### config.mk
export PLATFORM = sky130hd
export DESIGN_NAME = rspt_relax
export DESIGN_NICKNAME = d
export VERILOG_FILES = /design/src/rtl/rspt_pkg.sv /design/src/rtl/rspt_relax.sv
export SDC_FILE = /design/constraint.sdc
export NUM_CORES = 1
export LEC_CHECK = 0
export BUFFER_PORTS_ARGS = -buffer_cell sky130_fd_sc_hd__buf_2
export CAP_MARGIN = 20
export CORE_UTILIZATION = 44
export DETAILED_ROUTE_END_ITERATION = 7
export PLACE_DENSITY = 0.77
export SLEW_MARGIN = 10
export SYNTH_ARGS = -nofsm -noshare
export SYNTH_HDL_FRONTEND = slang
export SYNTH_SLANG_ARGS = --single-unit
### constraint.sdc
create_clock -name vclk -period 13
set_input_delay 2.6 -clock vclk [all_inputs]
set_output_delay 2.6 -clock vclk [all_outputs]
set_load 0.02 [all_outputs]
### src/rtl/rspt_pkg.sv
// rspt_pkg: shared types and constants of the restricted shortest path table
package rspt_pkg;

  localparam int MAX_VERTICES = 512;
  localparam int VERT_W       = $clog2(MAX_VERTICES);
  localparam int ADDR_W       = 2 * VERT_W;
  localparam int MEM_DEPTH    = MAX_VERTICES * MAX_VERTICES;

  localparam int DIST_W       = 26;
  localparam int OUT_W        = 25;
  localparam int WEIGHT_W     = 16;
  localparam int VCNT_W       = 10;
  localparam int OP_W         = 2;

  localparam int IN_TDATA_W   = 40;
  localparam int OUT_TDATA_W  = 32;
  localparam int CFG_DATA_W   = 16;

  localparam logic [DIST_W-1:0] DIST_INF   = {DIST_W{1'b1}};
  localparam logic [OUT_W-1:0]  OUT_MAX    = {OUT_W{1'b1}};
  localparam logic [VCNT_W-1:0] VCNT_RESET = VCNT_W'(512);
  localparam logic [VCNT_W-1:0] VCNT_MAX   = VCNT_W'(MAX_VERTICES);

  typedef enum logic [OP_W-1:0] {
    OP_ADD   = 2'd0,
    OP_ACT   = 2'd1,
    OP_QUERY = 2'd2
  } op_t;

  typedef enum logic [2:0] {
    ST_CLEAR,
    ST_IDLE,
    ST_QWAIT,
    ST_ACTCHK,
    ST_ROWRD,
    ST_ROWCHK,
    ST_SWEEP
  } state_t;

  typedef struct packed {
    logic              we;
    logic [DIST_W-1:0] data;
  } rspt_wr_t;

endpackage

### src/rtl/rspt_relax.sv
// rspt_relax: min-plus relaxation of one matrix cell through the pivot vertex
module rspt_relax (
  input  logic                        valid,
  input  logic [rspt_pkg::DIST_W-1:0] ik,
  input  logic [rspt_pkg::DIST_W-1:0] kj,
  input  logic [rspt_pkg::DIST_W-1:0] ij,
  output rspt_pkg::rspt_wr_t          wr
);

  logic [rspt_pkg::DIST_W:0]   sum;
  logic [rspt_pkg::DIST_W-1:0] sum_sat;
  logic                        kj_ok;

  assign kj_ok   = (kj != rspt_pkg::DIST_INF);
  assign sum     = {1'b0, ik} + {1'b0, kj};
  // sums reaching infinity count as infinity
  assign sum_sat = (sum >= {1'b0, rspt_pkg::DIST_INF}) ? rspt_pkg::DIST_INF
                                                       : sum[rspt_pkg::DIST_W-1:0];

  assign wr.we   = valid && kj_ok && (sum_sat < ij);
  assign wr.data = sum_sat;

endmodule

-- Yosys cells after proc, flatten, opt, wreduce, memory -nomap -nowiden
Index checks and enable logic that the tools add are counted.
- add/sub/neg operators: 1
- order comparisons: 2
- equality and inequality tests: 1
- muxes and demuxes: 1
- reductions and logical operators: 2
- operator list (cell ; count):
    adder 26 x 26 -> 27 bit ; 1
    greater-or-equal comparator 27 x 26 -> 1 bit, second input constant ; 1
    < comparator 26 bit ; 1
    two-way mux 26 bit ; 1
    inequality test 26 bit, second input constant ; 1
    logical AND 1 bit ; 2
- bits in registers: 0
- output and inout bits: 27
- logic and storage cells: 7

-- Depth between registers and ports, before layout
- word-level depth: 5
- mapped depth: 19

-- Worst setup path after synthesis
Ideal clock, no wire load.
- path kind: in2out
- from: in ik[0] (netlist name)
- to: out wr[26] (netlist name)
- arrival time: 6.475 ns
- required time: 10.400 ns
- slack: 3.925 ns
- stages: 18
- buffers on the path: 0
- path through: ha_1 inv_1 fa_1 nor2b_1 o2111a_1 o211ai_1 a211oi_1 o221a_2 o41ai_4 o21ai_0 ha_1 a21o_1 a21o_1 a221o_1 o21ai_0 nand4_1 nor3b_1 o2bb2ai_1
- RTL lines (element ; RTL line ; RTL):
    start: declaration ; rspt_relax.sv:4 ; input logic [rspt_pkg::DIST_W-1:0] ik,
    end: declaration ; rspt_relax.sv:7 ; output rspt_pkg::rspt_wr_t wr

==> results <==
- The number of input and output port buffers inserted is 106.
- The count of warnings emitted by yosys is 0.
- The portion of the post-synthesis area used by sequential elements is 0%.
- The layout overhead on the synthesized area is 27.63%.
- The pin slew with the least headroom to its limit is 0.5366 ns.
- The met1 global-route usage is 35.31%.
- For this design the static power due to leakage is 1.475 nW.
- The remaining number of nets flagged by the antenna check after routing is 0.
- The type of the worst setup path is in2out.
- For this run, design rule violations remaining after detail routing come to 0.
- The placeable core area is roughly 4700 µm².
- The cell count after synthesis is 308.
- Entering global routing, the biggest net connects 28 pins.
- The maximum fanout along the worst path is 22.
- Summed over all instances, the cell type with the most area after synthesis is ha_1.
- The clock tree buffer count of the final layout is 0.
- The initial antenna violation count is 0.
- The number of global-route vias before repair is 2,311.
- After global routing the overflow that remains totals 0.
- The count of standard-cell rows is 25.
- In the final routed layout, each cell accounts on average for 13.75 µm.
- The final setup TNS is 0 ns.
- The hold path startpoint is ij[0].
- The number of distinct library cells after synthesis is 46.
- The worst hold path belongs to the class in2out.
- Of the post-synthesis cell area, the dominant cell type holds 29.60%.
- Global routing used less than 1% of the available met3 tracks.
- The post-synthesis average cell area is ~7 µm².
- Ranked by total cell area, the synthesized netlist is headed by ha_1 (30%), nand2_1 (6.8%), a21oi_1 (5.3%), xor2_1 (5.3%), inv_1 (5.2%).
- After the last flow step, the layout net total stands at 544.
- The final-report hold violation count is 0.
- The number of maximum-capacitance constraint violations is 0.
- Data on the critical path arrives at its endpoint at 6.96 ns.
- Once the floorplan was initialized, standard cells occupied 45.64% of the core.
- Global routing used 24.07% of the available tracks.
- Measured along the y axis, the die boundary spans 72.00 µm.
- The max-slew violation total from the final report is 0.
- The post-detailed-routing wire length is 6571 µm.
- The critical path ends at wr[26].
- For the worst setup path, the data required time is 10.40 ns.
- After clock tree synthesis, the flow added hold-fix buffers numbering 0.
- The category of the worst setup path launch point is an input port.
- The final-layout fill cell count is 459.
- The timing-limited maximum frequency is 0.1046 GHz.
- The first routing iteration left 86 violations.
- The routed design could run at a clock period as short as ~9.6 ns.
- The share of post-route cells with drive strength above 1 is about 28%.
- The layout sequential cell count is 0.
- 0 antenna diodes ended up in the layout.
- The congestion estimate from routability-driven global placement came to about 0.97.
- The synthesized cell area is about 2200 µm².
- The overall power after layout is 0.1871 mW.
- The flow ran to the end, and the final reports show no timing, DRC or antenna violations.
- The die span in x is 72.00 µm.
- The number of primary I/O pins is approximately 110.
- Setup repair after global routing left no endpoint under its margin.
- In the finished design, the share of the clock period the worst path needs comes to 73.51%.
- Post-CTS repair changed the size of 0 cells.
- The area of combinational cells with multiple inputs is 2013 µm².
- In this run the tightest slew margin relative to its limit is 63.89%.
- The count of buffers added by post-CTS timing repair for setup is 0.
- The global-route wire length before repair is 10,320 µm.
- The area of all sequential standard cells is 0 µm².
- The critical path starts at kj[0].
- When the netlist entered floorplanning its net count stood at 439.
- The worst setup path is captured at a primary output.
- The first-pass iteration count of the detailed router is 4.
- The routed via count is 2,640.
- The post-DP HPWL is roughly 5900 µm.
- In the global route stage, met2 resource usage came out at 40.78%.
- The power density of the placed cells is 67.99 nW/µm².
- After global routing, the most crowded layer is met2.
- The per-cell via count in the routed design is 5.523.
- Across the VDD grid, the largest voltage drop is 0.02417 mV.
- The final design utilization is approximately three fifths.
- The final number of setup-violating endpoints is 0.
- The area enclosed by the die boundary is 5183 µm².
-- synthesized netlist by cell type, drive strengths merged (3+ instances only) --
cell,count
ha,51
nand2,39
inv,30
a21oi,23
o21ai,18
nand4,15
nor2,14
xor2,13
a21o,10
nor3,8
nand3,7
o21a,6
xnor2,6
a211oi,5
nand2b,5
o21bai,5
or2,5
a31oi,4
and3,4
o211ai,4
nor2b,3
nor4,3
o2111ai,3
-- cell usage in the layout, fill, tap and decap left out, drive strengths merged, types with 3 or more instances in the layout --
master	n
inv	30
or2	5
a31oi	4
o21bai	5
o211ai	4
nand2b	5
o21a	6
nor4	3
nand3	7
nor2	14
nand4	15
a21o	10
nand2	39
xnor2	6
nor2b	3
o2111ai	3
buf	107
nor3	8
xor2	13
a21oi	23
o21ai	18
and3	4
a211oi	5
ha	51
-- report_power, final --
group	switching, mW	leakage [nW]	internal, mW
clock	0	0	0
combinational	0.112	1.48	0.0746
sequential	0	0	0
total	0.112	1.48	0.0746
-- worst min path at each step --
| stage | end | slack, ns | cells after the start |
|---|---|---|---|
| CTS | wr[26] | 5.70 | 4 |
| floorplan | wr[26] | 5.52 | 2 |
| detailed placement | wr[26] | 5.70 | 4 |
| finish | wr[26] | 5.70 | 4 |
| global placement | wr[26] | 5.69 | 4 |
| global route | wr[26] | 5.72 | 4 |
-- routing by layer --
| metal | up-vias | share of wire (%) |
|---|---|---|
| met5 | - | 0 |
| met4 | 0 | 0.29 |
| met3 | 2 | 7.0 |
| met2 | 97 | 45 |
| met1 | 1181 | 47 |
| li1 | 1360 | - |
-- kinds of logic after synthesis --
logic type | share of synthesized area, %
adder cells (fa/ha/maj) | 30.53
AND/OR/NAND/NOR | 24.61
XOR/XNOR | 7.719
AO/OA/AOI/OAI | 30.06
buffers and inverters | 6.617
multiplexers | 0.4643
-- critical path, stage by stage --
cell       delay, ns
buf_2           0.11
ha_1            0.22
inv_1           0.08
fa_1            0.18
nor2b_1         0.07
o2111a_1        0.27
o211ai_1        0.31
a211oi_1        0.16
o221a_2         0.32
o41ai_4         0.37
buf_6           0.25
nand2_1         0.10
ha_1            0.30
a21o_1          0.16
a21o_1          0.16
a221o_1         0.33
o21ai_0         0.21
nand4_1         0.18
nor3b_1         0.25
o2bb2ai_1       0.13
buf_2           0.18
-- metrics by stage --
stage,hold slack [ns],instances,worst slack (ns),instance area (µm²)
after floorplan,5.516,308,3.925,2156
after global placement,5.694,477,3.325,2740
after detailed placement,5.695,477,2.978,2740
after CTS,5.696,477,2.974,2740
after global routing,5.718,478,3.151,2751
final,5.697,478,3.444,2751
-- cell type report --
class	instances	area share, %
Multi-Input combinational cell	274	73.17
Timing Repair Buffer	107	19.69
Inverter	30	4.093
Tap cell	67	3.047
Note: power is estimated with default switching activity, not from simulation.
